==> src/rtl/core/pmec_pkg.sv <==
// Types and codes shared by the power mode event controller.
`default_nettype none
package pmec_pkg;

  localparam int CFG_INDEX_W = 3;
  localparam int CFG_DATA_W  = 16;
  localparam int DELAY_W     = 16;

  typedef enum logic [2:0] {
    MODE_IDLE            = 3'd0,
    MODE_SUSPENDING      = 3'd1,
    MODE_SUSPENDED       = 3'd2,
    MODE_OFF             = 3'd3,
    MODE_ERROR           = 3'd4,
    MODE_ERROR_SUSPENDED = 3'd5,
    MODE_ERROR_OFF       = 3'd6
  } mode_t;

  typedef enum logic [2:0] {
    OP_TICK         = 3'd0,
    OP_KEEP_ALIVE   = 3'd1,
    OP_FORCE_DOWN   = 3'd2,
    OP_RESTRICT     = 3'd3,
    OP_POWER_DOWN   = 3'd4,
    OP_WAKE_UP      = 3'd5,
    OP_MODULE_STATE = 3'd6
  } op_t;

  localparam logic [1:0] LEVEL_ALIVE     = 2'd0;
  localparam logic [1:0] LEVEL_SUSPENDED = 2'd1;

  localparam logic [2:0] STATE_OFF     = 3'd0;
  localparam logic [2:0] STATE_STANDBY = 3'd1;
  localparam logic [2:0] STATE_READY   = 3'd2;
  localparam logic [2:0] STATE_ERROR   = 3'd3;

  localparam logic [CFG_INDEX_W-1:0] CFG_INACTIVITY_TIMEOUT = 3'd0;
  localparam logic [CFG_INDEX_W-1:0] CFG_ERROR_DELAY        = 3'd1;
  localparam logic [CFG_INDEX_W-1:0] CFG_STAY_ON            = 3'd2;
  localparam logic [CFG_INDEX_W-1:0] CFG_KEEP_ALIVE_ENABLE  = 3'd3;
  localparam logic [CFG_INDEX_W-1:0] CFG_FORCE_DOWN_ENABLE  = 3'd4;

  localparam logic [DELAY_W-1:0] INACTIVITY_TIMEOUT_RESET = 16'd120;
  localparam logic [DELAY_W-1:0] ERROR_DELAY_RESET        = 16'd30;

  typedef struct packed {
    logic [DELAY_W-1:0] inactivity_timeout_s;
    logic [DELAY_W-1:0] error_delay_s;
    logic               stay_on;
    logic               keep_alive_enable;
    logic               force_down_enable;
  } cfg_t;

  typedef struct packed {
    logic [2:0] op;
    logic [4:0] module_index;
    logic [1:0] allowed_level;
    logic [2:0] reported_state;
    logic       from_main;
  } in_t;

  typedef struct packed {
    logic [2:0] mode;
    logic       emit_power_down;
    logic       power_down_is_error;
    logic       emit_wake_up;
    logic       soft_off_request;
    logic       reboot_request;
    logic       consumed;
    logic       suspend_allowed;
    logic       off_allowed;
  } out_t;

endpackage
`default_nettype wire

==> src/rtl/core/pmec_cfg.sv <==
// Configuration register file of the power mode event controller.
`default_nettype none
module pmec_cfg
  import pmec_pkg::*;
(
  input  wire logic                   clk,
  input  wire logic                   rst,
  input  wire logic                   cfg_valid,
  input  wire logic [CFG_INDEX_W-1:0] cfg_index,
  input  wire logic [CFG_DATA_W-1:0]  cfg_data,
  output cfg_t                        cfg
);

  always_ff @(posedge clk) begin
    if (rst) begin
      cfg.inactivity_timeout_s <= INACTIVITY_TIMEOUT_RESET;
      cfg.error_delay_s        <= ERROR_DELAY_RESET;
      cfg.stay_on              <= 1'b0;
      cfg.keep_alive_enable    <= 1'b1;
      cfg.force_down_enable    <= 1'b1;
    end else if (cfg_valid) begin
      unique case (cfg_index)
        CFG_INACTIVITY_TIMEOUT: cfg.inactivity_timeout_s <= cfg_data;
        CFG_ERROR_DELAY:        cfg.error_delay_s        <= cfg_data;
        CFG_STAY_ON:            cfg.stay_on              <= cfg_data[0];
        CFG_KEEP_ALIVE_ENABLE:  cfg.keep_alive_enable    <= cfg_data[0];
        CFG_FORCE_DOWN_ENABLE:  cfg.force_down_enable    <= cfg_data[0];
        default: ;
      endcase
    end
  end

endmodule
`default_nettype wire

==> src/rtl/core/power_mode_event_controller.sv <==
// Power mode event controller: top level with event handling and result register.
//
// Events enter on in_valid/in_ready as one in_data word; each accepted word
// yields exactly one out_data word on out_valid/out_ready.
// Configuration words enter on cfg_valid/cfg_ready; cfg_ready is always high.
// The user must change registers only while no event is in flight; the block
// does not enforce this. The result word is valid in the cycle after its event
// is accepted. Throughput: one event per cycle while results are taken; the
// state update is a single pass of logic from the held state and the incoming
// word into the state registers and the result register.
// A waiting result does not block input if it is taken in the same cycle;
// while the receiver stalls, in_ready is low and the result word holds.
// Reset (rst, synchronous) restores the register defaults, idle mode, clear
// block masks, stopped timers and an empty result register.
`default_nettype none
module power_mode_event_controller
  import pmec_pkg::*;
#(
  parameter int MODULES      = 32,
  parameter int SECONDS_BITS = 16
) (
  input  wire logic                   clk,
  input  wire logic                   rst,
  input  wire logic                   in_valid,
  output logic                        in_ready,
  input  wire in_t                    in_data,
  output logic                        out_valid,
  input  wire logic                   out_ready,
  output out_t                        out_data,
  input  wire logic                   cfg_valid,
  output logic                        cfg_ready,
  input  wire logic [CFG_INDEX_W-1:0] cfg_index,
  input  wire logic [CFG_DATA_W-1:0]  cfg_data
);

  localparam int CMP_W = (SECONDS_BITS > DELAY_W) ? SECONDS_BITS : DELAY_W;

  cfg_t cfg;

  mode_t                    pm, pm_next;
  logic [MODULES-1:0]       sus_mask, sus_mask_next;
  logic [MODULES-1:0]       off_mask, off_mask_next;
  logic [SECONDS_BITS-1:0]  idle_seconds, idle_seconds_next;
  logic                     idle_armed, idle_armed_next;
  logic [DELAY_W-1:0]       err_left, err_left_next;
  logic                     err_armed, err_armed_next;
  logic                     ka_seen, ka_seen_next;

  logic [MODULES-1:0] mod_bit;
  logic               was_s, was_o, is_s, is_o;
  logic               pd, pd_err, wake, soft_off, reboot, cons;
  logic               accept;
  out_t               res;

  pmec_cfg u_cfg (
    .clk       (clk),
    .rst       (rst),
    .cfg_valid (cfg_valid),
    .cfg_index (cfg_index),
    .cfg_data  (cfg_data),
    .cfg       (cfg)
  );

  assign cfg_ready = 1'b1;
  assign in_ready  = !out_valid || out_ready;
  assign accept    = in_valid && in_ready;
  assign mod_bit   = MODULES'(1) << in_data.module_index;

  always_comb begin
    pm_next           = pm;
    sus_mask_next     = sus_mask;
    off_mask_next     = off_mask;
    idle_seconds_next = idle_seconds;
    idle_armed_next   = idle_armed;
    err_left_next     = err_left;
    err_armed_next    = err_armed;
    ka_seen_next      = ka_seen;
    pd       = 1'b0;
    pd_err   = 1'b0;
    wake     = 1'b0;
    soft_off = 1'b0;
    reboot   = 1'b0;
    cons     = 1'b0;
    was_s  = (sus_mask == '0);
    was_o  = was_s && (off_mask == '0);
    is_s   = was_s;
    is_o   = was_o;

    case (op_t'(in_data.op))
      OP_TICK: begin
        if (idle_armed) begin
          idle_armed_next = 1'b0;
          if (ka_seen) begin
            ka_seen_next = 1'b0;
            if (pm == MODE_IDLE && was_s) begin
              idle_seconds_next = '0;
              idle_armed_next   = 1'b1;
            end
          end else begin
            if (idle_seconds != '1) begin
              idle_seconds_next = idle_seconds + 1'b1;
            end
            if (CMP_W'(idle_seconds_next) < CMP_W'(cfg.inactivity_timeout_s)) begin
              idle_armed_next = 1'b1;
            end else begin
              pd = 1'b1;
              if (pm_next == MODE_IDLE) begin
                idle_armed_next = 1'b0;
              end
              pm_next = MODE_SUSPENDING;
            end
          end
        end
        if (err_armed) begin
          if (err_left <= DELAY_W'(1)) begin
            err_left_next  = '0;
            err_armed_next = 1'b0;
            pd = 1'b1;
            if (pm_next == MODE_IDLE) begin
              idle_armed_next = 1'b0;
            end
            pm_next = MODE_ERROR_SUSPENDED;
          end else begin
            err_left_next = err_left - 1'b1;
          end
        end
      end
      OP_KEEP_ALIVE: begin
        if (cfg.keep_alive_enable) begin
          ka_seen_next = 1'b1;
        end
      end
      OP_FORCE_DOWN: begin
        if (cfg.force_down_enable && pm == MODE_IDLE) begin
          pd = 1'b1;
          idle_armed_next = 1'b0;
          pm_next = MODE_SUSPENDING;
        end
      end
      OP_RESTRICT: begin
        if (in_data.allowed_level == LEVEL_ALIVE) begin
          sus_mask_next = sus_mask | mod_bit;
        end else if (in_data.allowed_level == LEVEL_SUSPENDED) begin
          sus_mask_next = sus_mask & ~mod_bit;
          off_mask_next = off_mask | mod_bit;
        end else begin
          sus_mask_next = sus_mask & ~mod_bit;
          off_mask_next = off_mask & ~mod_bit;
        end
        is_s = (sus_mask_next == '0);
        is_o = is_s && (off_mask_next == '0);
        if (!was_s && is_s && pm == MODE_IDLE) begin
          idle_seconds_next = '0;
          idle_armed_next   = 1'b1;
        end
        if (was_s && !is_s) begin
          idle_armed_next = 1'b0;
          if (pm != MODE_IDLE) begin
            wake = 1'b1;
          end
        end
        if (!was_o && is_o && pm == MODE_SUSPENDED && !cfg.stay_on) begin
          pm_next  = MODE_OFF;
          soft_off = 1'b1;
        end
        if (was_o && !is_o && pm == MODE_OFF) begin
          reboot = 1'b1;
        end
        cons = 1'b1;
      end
      OP_POWER_DOWN: begin
        if (pm == MODE_ERROR) begin
          err_armed_next = 1'b1;
          err_left_next  = cfg.error_delay_s;
        end else if (pm == MODE_ERROR_SUSPENDED) begin
          pm_next  = MODE_ERROR_OFF;
          soft_off = 1'b1;
        end else if (pm == MODE_SUSPENDING) begin
          if (!cfg.stay_on && was_o) begin
            pm_next  = MODE_OFF;
            soft_off = 1'b1;
          end else begin
            pm_next = MODE_SUSPENDED;
          end
        end
      end
      OP_WAKE_UP: begin
        if (pm == MODE_ERROR || pm == MODE_ERROR_SUSPENDED) begin
          cons = 1'b1;
        end else begin
          if (pm == MODE_OFF || pm == MODE_ERROR_OFF) begin
            reboot = 1'b1;
          end
          pm_next = MODE_IDLE;
          if (was_s) begin
            idle_seconds_next = '0;
            idle_armed_next   = 1'b1;
          end
        end
      end
      OP_MODULE_STATE: begin
        if ((in_data.reported_state == STATE_OFF || in_data.reported_state == STATE_STANDBY)
            && (pm == MODE_SUSPENDING || pm == MODE_ERROR || pm == MODE_ERROR_SUSPENDED)) begin
          pd     = 1'b1;
          pd_err = (pm == MODE_ERROR);
        end else if (in_data.from_main && in_data.reported_state == STATE_READY) begin
          pm_next = MODE_IDLE;
          if (was_s) begin
            idle_seconds_next = '0;
            idle_armed_next   = 1'b1;
          end
        end else if (in_data.reported_state == STATE_ERROR) begin
          if (pm == MODE_IDLE) begin
            idle_armed_next = 1'b0;
          end
          pm_next = MODE_ERROR;
          pd      = 1'b1;
          pd_err  = 1'b1;
        end
      end
      default: ;
    endcase

    res.mode                = pm_next;
    res.emit_power_down     = pd;
    res.power_down_is_error = pd && pd_err;
    res.emit_wake_up        = wake;
    res.soft_off_request    = soft_off;
    res.reboot_request      = reboot;
    res.consumed            = cons;
    res.suspend_allowed     = is_s;
    res.off_allowed         = is_o;
  end

  always_ff @(posedge clk) begin
    if (rst) begin
      pm           <= MODE_IDLE;
      sus_mask     <= '0;
      off_mask     <= '0;
      idle_seconds <= '0;
      idle_armed   <= 1'b0;
      err_left     <= '0;
      err_armed    <= 1'b0;
      ka_seen      <= 1'b0;
      out_valid    <= 1'b0;
    end else begin
      if (accept) begin
        pm           <= pm_next;
        sus_mask     <= sus_mask_next;
        off_mask     <= off_mask_next;
        idle_seconds <= idle_seconds_next;
        idle_armed   <= idle_armed_next;
        err_left     <= err_left_next;
        err_armed    <= err_armed_next;
        ka_seen      <= ka_seen_next;
        out_valid    <= 1'b1;
      end else if (out_ready) begin
        out_valid <= 1'b0;
      end
    end
  end

  always_ff @(posedge clk) begin
    if (accept) begin
      out_data <= res;
    end
  end

`ifndef NO_ASSERTIONS
  a_stall_blocks_input: assert property (@(posedge clk) disable iff (rst)
    out_valid && !out_ready |-> !in_ready)
    else $error("event accepted while result word stalled");

  a_idle_timer_only_idle: assert property (@(posedge clk) disable iff (rst)
    idle_armed |-> pm == MODE_IDLE)
    else $error("inactivity timer armed outside idle");

  a_off_implies_suspend: assert property (@(posedge clk) disable iff (rst)
    out_valid |-> !out_data.off_allowed || out_data.suspend_allowed)
    else $error("off allowed while suspend blocked");

  a_error_mark_needs_pd: assert property (@(posedge clk) disable iff (rst)
    out_valid |-> !out_data.power_down_is_error || out_data.emit_power_down)
    else $error("error mark without power-down");

  a_result_follows_accept: assert property (@(posedge clk) disable iff (rst)
    accept |=> out_valid && out_data.mode == pm)
    else $error("result word does not follow accepted event");
`endif

endmodule
`default_nettype wire
==> config.mk <==
export PLATFORM = sky130hd
export DESIGN_NAME = power_mode_event_controller
export DESIGN_NICKNAME = d
export VERILOG_FILES = /design/src/rtl/core/pmec_pkg.sv /design/src/rtl/core/pmec_cfg.sv /design/src/rtl/core/power_mode_event_controller.sv
export SDC_FILE = /design/constraint.sdc
export NUM_CORES = 1
export LEC_CHECK = 0
export BUFFER_PORTS_ARGS = -buffer_cell sky130_fd_sc_hd__buf_4
export CORE_MARGIN = 2
export CORE_UTILIZATION = 60
export DETAILED_ROUTE_END_ITERATION = 6
export GPL_TIMING_DRIVEN = 1
export HOLD_SLACK_MARGIN = 0.05
export PLACE_DENSITY = 0.79
export SETUP_SLACK_MARGIN = 0.3
export SLEW_MARGIN = 20
export SYNTH_ARGS = -nofsm -noshare
export SYNTH_HDL_FRONTEND = slang
export SYNTH_SLANG_ARGS = --single-unit
==> constraint.sdc <==
create_clock -name clk -period 4.4 [get_ports clk]
set_input_delay 0.88 -clock clk [delete_from_list [all_inputs] [get_ports clk]]
set_output_delay 0.88 -clock clk [all_outputs]
set_load 0.005 [all_outputs]
==> impl_metrics.ini, run 1 <==
[run_status]
status = finished, violations left
failed_checks = DRC

[floorplan]
core_mm2 = 0.0146
dieHeight_um = 127
core.rowCount = 44
die_w_um = 127
dieArea_mm2 = 0.0161
start_util = 0.617
ios = 52

[power_and_ir_drop]
power_density_mw_per_mm2 = 326
p_switching_mw = 0.935
p_sw_frac = 0.286
power_leakage_nw = 3.67
pwr-share-seq = 0.428
vdd_drop_max_mv = 0.310
power_mw = 3.27
clkPwrFrac = 0.442
pwr-share-comb = 0.130
internal_power_mw = 2.34

[job]
drv_cap = 0

[routing]
via_count = 9413
first_iter_violations = 1489
dr.pass1.iters = 7
antenna_left = 0
viasPerCell = 6.75
wl_per_cell_um = 19.7
drc = 2
wl_mm = 27.5

[yosys]
synthTopCellsByArea = dfxtp_1, nand2_1, a21oi_1
syn_inst = 1196
syn_area_mm2 = 0.00903
synthTopCellsByCount = nand2_1, dfxtp_1, a21oi_1
synth_top_area_share = 0.306
ys_warn_count = 0
yosys.area.top_type = dfxtp_1
async_flop_share = 0
ys_types = 85
synth_ff_type = dfxtp_1
syn_nets = 1252
avgSynthCellArea_um2 = 7.55
synth-seq-cells = 149
synth_seq_area_share = 0.342
synth_edf_count = 11
yosys.cell_count.top_type = nand2_1

[clock_network]
clk_path_buf_depth = 2
cts_tree = built
ctsHoldBuffers = 0
clock_latency_ns = 0.44
cts_buffers = 17
clk_pin_slew_ns = 0.06
cts.sinks = 149
cts_max_level = 4
postCtsSetupBuffers = 0
root_buffer = clkbuf_16

[min_path]
hold_path_class = register to register

[timing]
rsz0062_at_grt = false
finClkSkew_ns = 0.0127
worst_slew_pin_slew_ns = 1.08
finalCritPeriodShare = 0.903
hold_violations = 0
slew_headroom = 0.277
timing.setup.tns_ns = 0
finalSetupViolCount = 0
slew_violations = 0
fmax_mhz = 252
final.min_clock_period_ns = 3.97

[grt]
grt_pass1_wl_mm = 44.3
antenna_found_initial = 0
overflow = 0
grt_use_total = 0.342
grt_pass1_vias = 8494
grt_max_degree = 102

[worst_setup_path]
end_kind = register
crit_type = register to register
required_ns = 4.57
cp_max_fo = 6
critPathLaunchType = register
worstPathArrival_ns = 4.15

[finish]
fillers = 1245
fin_util = 0.686
antennaDiodeCount = 0
syn_to_final_growth_pct = 11.2
fin_nets = 1254
drive_gt1_frac = 0.112

[place]
numPortBuffers = 50
gp_congestion = 1.01
dpl.hpwl_mm = 18.9
[metrics by stage]
stage,cell area (um2),setup WS (ns),cells,hold WS (ns)
finish,10000,0.426,1395,0.458
global route,10000,0.329,1395,0.472
CTS,10000,0.405,1395,0.458
detailed placement,9440,0.468,1363,0.448
global placement,9440,0.586,1363,0.443
floorplan,9030,0.734,1196,0.436
[cells in the final DEF, fill, tap and decap left out, types with 13 or more instances in the layout]
| cell type | count |
|---|---|
| nor3_1 | 40 |
| a31oi_1 | 27 |
| nor4_1 | 24 |
| nor2_1 | 100 |
| o211ai_1 | 13 |
| clkbuf_16 | 17 |
| nand3_1 | 36 |
| o21ai_0 | 79 |
| ha_1 | 18 |
| a22oi_1 | 14 |
| dfxtp_1 | 138 |
| buf_4 | 76 |
| inv_1 | 34 |
| nand2b_1 | 15 |
| a21oi_1 | 113 |
| nand4_1 | 19 |
| a211oi_1 | 38 |
| or3_1 | 13 |
| nand2_1 | 163 |
[per-layer routing]
layer,share of wire,GRT usage,up-vias
met2,0.42,0.496,546
met1,0.44,0.489,4366
met4,0.025,0.116,0
li1,-,-,4422
met3,0.12,0.0974,79
met5,0,0,-
[what timing repair did]
action | in CTS | in global routing
resized for setup | 0 | 5
hold endpoints to repair | 0 | 0
endpoints found under the setup margin | 0 | 5
[sequential cells by signal, summed over array words and instances, names as in the netlist, 3 cells and up]
| signal | count |
|---|---|
| u_cfg.cfg | 35 |
| off_mask | 32 |
| sus_mask | 32 |
| err_left | 16 |
| idle_seconds | 16 |
| out_data | 11 |
| pm | 3 |
[worst paths after layout]
kind	start	to	slack, ns	cells after the start
setup / recovery	idle_seconds[0]	out_data[8]	0.43	16
hold / removal	u_cfg.cfg[33]	u_cfg.cfg[33]	0.46	2
setup reg to reg	idle_seconds[0]	out_data[8]	0.43	16
hold reg to reg	u_cfg.cfg[33]	u_cfg.cfg[33]	0.46	2
[cell type report]
type / instances / area [um2] / share of cell area
well taps: 184 / 230 / 0.0229
clock buffers: 18 / 439 / 0.0437
repair buffers: 76 / 571 / 0.0568
clock inverters: 14 / 138 / 0.0137
multi-input cells: 919 / 5440 / 0.542
inverters: 35 / 131 / 0.0131
flip-flops and latches: 149 / 3090 / 0.308
[power groups by stage]
| stage | sequential [mW] | combinational (mW) | clock (mW) |
|---|---|---|---|
| 6_report | 1.40 | 0.426 | 1.45 |
| 2_1_floorplan | 1.43 | 0.280 | 0 |
| 3_5_place_dp | 1.43 | 0.411 | 0 |
| 5_1_grt | 1.40 | 0.463 | 1.51 |
| 3_3_place_gp | 1.43 | 0.408 | 0 |
| 4_1_cts | 1.40 | 0.413 | 1.45 |
[cell families after synthesis]
kind of cell,after synthesis,share of synthesized area
and+or+nand+nor,484,0.262
AOI/OAI and AO/OA,382,0.276
DFF,149,0.342
buffers and inverters,128,0.0593
xor gates and xnor gates,20,0.0194
adders and majority gates,18,0.0249
muxes,14,0.0158
other,1,0.000415
[worst max-delay path, cell delays in order (launching register included)]
cell and delay, ns:
dfxtp_1 0.40, ha_1 0.26, and3_1 0.23, nor4bb_1 0.26, buf_4 0.20, nor2_1 0.06
and4_1 0.22, xor2_1 0.22, ha_1 0.29, a211o_1 0.28, a21oi_2 0.18, a2111oi_0 0.16
nor2_1 0.11, and4bb_2 0.28, o31a_1 0.27, a31oi_1 0.20, nand2_1 0.08
(Power assumes the default switching activity.)
==> run 2: changes to the inputs <==
--- a/config.mk
+++ b/config.mk
@@ -9,11 +9,11 @@
 export CORE_MARGIN = 2
 export CORE_UTILIZATION = 60
 export DETAILED_ROUTE_END_ITERATION = 6
-export GPL_TIMING_DRIVEN = 1
+export GPL_TIMING_DRIVEN = 0
 export HOLD_SLACK_MARGIN = 0.05
 export PLACE_DENSITY = 0.79
 export SETUP_SLACK_MARGIN = 0.3
-export SLEW_MARGIN = 20
+export SLEW_MARGIN = 5
 export SYNTH_ARGS = -nofsm -noshare
 export SYNTH_HDL_FRONTEND = slang
 export SYNTH_SLANG_ARGS = --single-unit
==> impl_metrics.ini, run 2 (same netlist as run 1, synthesis figures left out) <==
[finish]
ff_latch_area_mm2 = 0.00309
fillers = 1265
reg_top3 = u_cfg.cfg: 35 flops, off_mask: 32 flops, sus_mask: 32 flops
syn_to_final_growth_pct = 13.6
final_common_cell = nand2_1
fin_util = 0.701
final_cell_mix = nand2_1, dfxtp_1, a21oi_1
multi_input_area_mm2 = 0.00548
top_register = u_cfg.cfg
drive_gt1_frac = 0.106
antennaDiodeCount = 0
layout.cells.non_filler = 1461
largest_reg_flops = 35
fin_nets = 1320

[clock_network]
clk_pin_slew_ns = 0.06
cts_tree = built
cts_max_level = 4
cts_buffers = 17
clk_path_buf_depth = 2
clock_latency_ns = 0.43
root_buffer = clkbuf_16
cts.sinks = 149

[place]
numPortBuffers = 46
gp_congestion = 0.999
dpl.cell_count = 1426
dpl.hpwl_mm = 22.9

[grt]
antenna_found_initial = 0
grt_max_degree = 19
overflow = 0
grt_pass1_wl_mm = 48.1
grt_pass1_vias = 8780
grt_use_total = 0.380

[floorplan]
core.rowCount = 44
die_w_um = 127
dieArea_mm2 = 0.0161
ios = 52
dieHeight_um = 127
core_mm2 = 0.0146
start_util = 0.617

[timing]
rsz0062_at_grt = false
timing.setup.tns_ns = 0
finClkSkew_ns = 0.00909
final.min_clock_period_ns = 3.91
finalCritPeriodShare = 0.890
hold_violations = 0
finalSetupViolCount = 0
slew_headroom = 0.279
fmax_mhz = 255
holdWs_ns = 0.456
slew_violations = 0
worst_slew_pin_slew_ns = 1.07

[power_and_ir_drop]
power_leakage_nw = 3.73
power_density_mw_per_mm2 = 317
vdd_drop_max_mv = 0.321
power_mw = 3.25

[routing]
viasPerCell = 6.83
wl_per_cell_um = 21.3
via_count = 9973
antenna_left = 0
drc = 0
first_iter_violations = 1854
wl_mm = 31.1
dr.pass1.iters = 6

[run_status]
status = complete, no violations

[worst_setup_path]
end_kind = register
cp_max_fo = 6
crit_type = register to register
worstPathArrival_ns = 4.08
critPathLaunchType = register
required_ns = 4.56

[min_path]
hold_path_class = register to register

[job]
drv_cap = 0
run 2: cell count changes in the layout (fill, tap and decap cells not counted), moves of 2 or more:
cell and delta:
clkbuf_1 +70, clkbuf_2 +4, buf_1 +2, inv_6 -2, buf_4 -23, buf_2 +13, clkinv_4 +2, buf_6 +3
run 2: worst paths after layout:
path	start	slack [ns]	endpoint	cells after the start
setup / recovery	idle_seconds[3]	0.49	out_data[8]	14
hold / removal	u_cfg.cfg[32]	0.46	u_cfg.cfg[32]	2
setup reg to reg	idle_seconds[3]	0.49	out_data[8]	14
hold reg to reg	u_cfg.cfg[32]	0.46	u_cfg.cfg[32]	2
run 2: per-layer routing:
layer	up-vias	wire, um	GRT usage
li1	4537	-	-
met4	0	1050	0.133
met2	676	12900	0.541
met1	4660	13200	0.548
met3	100	4000	0.111
met5	-	0	0
run 2: timing repair:
item	4_1_cts	5_1_grt
hold buffers	0	0
setup endpoints to repair	7	7
buffers inserted	0	3
gates resized for setup	6	15
pin swaps	0	3
run 2: power by group:
group	leakage (nW)	switching (mW)	total, mW	internal (mW)
Clock	0.275	0.611	1.40	0.788
Sequential	1.22	0.0143	1.40	1.39
Combinational	2.23	0.311	0.454	0.143
run 2: metrics by stage:
stage,cell area (um2),setup slack (ns)
floorplan,9030,0.734
global placement,9610,-0.335
detailed placement,9610,-0.258
CTS,10200,0.300
global route,10300,0.295
finish,10300,0.485
run 2: final cells by class:
type,instances,area share
Tap cell,184,0.0224
Multi-Input combinational cell,919,0.534
Timing Repair Buffer,49,0.0358
Inverter,35,0.0128
Clock inverter,12,0.0115
Clock buffer,20,0.0426
Buffer,93,0.0397
Sequential cell,149,0.302
run 2: worst max-delay path: stages (launching register included):
cell,delay [ns]
dfxtp_1,0.45
and4_2,0.33
nand2_1,0.12
a311oi_4,0.32
nand3_2,0.20
nor2_2,0.19
xor2_1,0.25
ha_1,0.30
and4_1,0.22
a211o_1,0.27
nor2_1,0.11
and4bb_2,0.28
o31a_1,0.28
a31oi_1,0.22
nand2_1,0.11
==> run 3: changes to the inputs <==
--- a/config.mk
+++ b/config.mk
@@ -6,14 +6,17 @@
 export NUM_CORES = 1
 export LEC_CHECK = 0
 export BUFFER_PORTS_ARGS = -buffer_cell sky130_fd_sc_hd__buf_4
+export CELL_PAD_IN_SITES_DETAIL_PLACEMENT = 2
+export CELL_PAD_IN_SITES_GLOBAL_PLACEMENT = 2
 export CORE_MARGIN = 2
-export CORE_UTILIZATION = 60
+export CORE_UTILIZATION = 36
 export DETAILED_ROUTE_END_ITERATION = 6
 export GPL_TIMING_DRIVEN = 0
 export HOLD_SLACK_MARGIN = 0.05
-export PLACE_DENSITY = 0.79
+export PLACE_DENSITY_LB_ADDON = 0.1
 export SETUP_SLACK_MARGIN = 0.3
 export SLEW_MARGIN = 5
 export SYNTH_ARGS = -nofsm -noshare
 export SYNTH_HDL_FRONTEND = slang
 export SYNTH_SLANG_ARGS = --single-unit
+export TNS_END_PERCENT = 5
==> impl_metrics.ini, run 3 (same netlist as run 1, synthesis figures left out) <==
[place]
gp_congestion = 0.961
dpl.hpwl_mm = 29.7
numPortBuffers = 46

[timing]
fmax_mhz = 254
hold_violations = 0
finClkSkew_ns = 0.0155
rsz0062_at_grt = false
slew_headroom = 0.137
final.min_clock_period_ns = 3.94
finalCritPeriodShare = 0.896
worst_slew_pin_slew_ns = 1.29
finalSetupViolCount = 0
holdWs_ns = 0.460
slew_violations = 0

[worst_setup_path]
worstRegToRegCells = 15
worstPathArrival_ns = 4.10
end_kind = register
required_ns = 4.56
critPathCapture = out_data[8]
critPathLaunchType = register
r2r_start = idle_seconds[11]
crit_type = register to register
crit_start = idle_seconds[11]
timing.rr.end = out_data[8]
rrSetupSlack_ns = 0.46
cp_max_fo = 9

[floorplan]
die_w_um = 162
dieHeight_um = 162
ios = 52
core_mm2 = 0.0245
dieArea_mm2 = 0.0264
start_util = 0.369
core.rowCount = 57

[routing]
dr.pass1.iters = 5
antenna_left = 0
wl_per_cell_um = 25.2
first_iter_violations = 841
via_count = 9896
viasPerCell = 6.17
drc = 0
wl_mm = 40.5

[finish]
final_common_cell = nand2_1
drive_gt1_frac = 0.116
reg_top3 = u_cfg.cfg: 35 flops, off_mask: 32 flops, sus_mask: 32 flops
multi_input_area_mm2 = 0.00553
fin_nets = 1322
ff_latch_area_mm2 = 0.00310
final_cell_mix = nand2_1, dfxtp_1, a21oi_1
fillers = 2804
largest_reg_flops = 35
syn_to_final_growth_pct = 17.1
top_register = u_cfg.cfg

[power_and_ir_drop]
power_density_mw_per_mm2 = 328
power_mw = 3.47
vdd_drop_max_mv = 0.219
power_leakage_nw = 3.79

[grt]
grt_pass1_vias = 10200
antenna_found_initial = 1
overflow = 0
grt_use_total = 0.307
grt_pass1_wl_mm = 61.7
grt_max_degree = 19

[min_path]
hold_path_class = register to register

[clock_network]
clk_pin_slew_ns = 0.07
ctsHoldBuffers = 0
cts_buffers = 17
clk_path_buf_depth = 2
cts.sinks = 149
root_buffer = clkbuf_16
cts_max_level = 4
clock_latency_ns = 0.44
cts_tree = built

[job]
drv_cap = 0

[run_status]
status = complete, no violations
run 3: cell types whose count changed in the layout (fill, tap and decap cells not counted), sizes merged:
cell      previous run  this run
buf                 71        73
bufinv               1         3
clkbuf              91        90
clkinv               7         6
clkinvlp             0         2
diode                0         1
inv                 39        37
run 3: layout make-up:
type | instances | area share
plain buffers | 93 | 0.0386
clock buffers | 19 | 0.0419
inverters | 35 | 0.0124
multi-input cells | 919 | 0.523
repair buffers | 51 | 0.0362
clock inverters | 13 | 0.0163
flip-flops and latches | 149 | 0.293
well taps | 324 | 0.0383
diodes | 1 | 0.000237
run 3: how the worst min path moves through the flow:
stage / cells past startpoint / to / slack, ns / start
floorplan: 2 / u_cfg.cfg[20] / 0.44 / u_cfg.cfg[20]
global placement: 2 / u_cfg.cfg[28] / 0.45 / u_cfg.cfg[28]
detailed placement: 2 / u_cfg.cfg[33] / 0.45 / u_cfg.cfg[33]
CTS: 2 / u_cfg.cfg[33] / 0.46 / u_cfg.cfg[33]
global route: 2 / u_cfg.cfg[34] / 0.49 / u_cfg.cfg[34]
finish: 2 / u_cfg.cfg[30] / 0.46 / u_cfg.cfg[30]
run 3: timing repair:
item,4_1_cts,5_1_grt
cloned,0,0
gates resized for setup,16,19
pin swaps,1,4
buffers inserted,3,2
hold endpoints to repair,0,0
setup endpoints to repair,8,7
run 3: routing by layer:
metal  routed length, um  GRT usage  up-vias
li1                    -          -     4545
met1               19600      0.442     4991
met2               17800      0.479      303
met3                2330     0.0540       57
met4                 694     0.0724        0
met5                   0          0        -
run 3: worst max-delay path, stage by stage, from the launching register on:
cell       delay [ns]
dfxtp_1          0.30
buf_2            0.19
nand4_1          0.28
nor4bb_4         0.42
nor2_1           0.12
and4_1           0.25
xor2_2           0.17
ha_1             0.30
a211o_1          0.30
a21oi_4          0.19
a2111oi_2        0.12
nor2_1           0.10
and4bb_2         0.28
o31a_1           0.30
a31oi_2          0.21
nand2_1          0.14
run 3: stage by stage:
stage	cells	setup slack [ns]	util	instance area, um2	TNS (ns)
detailed placement	1566	-0.608	0.400	9790	-2.43
CTS	1601	0.318	0.429	10500	0
global placement	1566	-0.524	0.400	9790	-1.39
global route	1604	0.273	0.432	10600	0
finish	1604	0.459	0.432	10600	0
floorplan	1196	0.734	-	9030	0
run 3: power by group:
group	switching (mW)	total, mW	internal (mW)
sequential	0.0154	1.40	1.38
combinational	0.342	0.486	0.144
clock	0.663	1.58	0.917
total	1.02	3.47	2.45
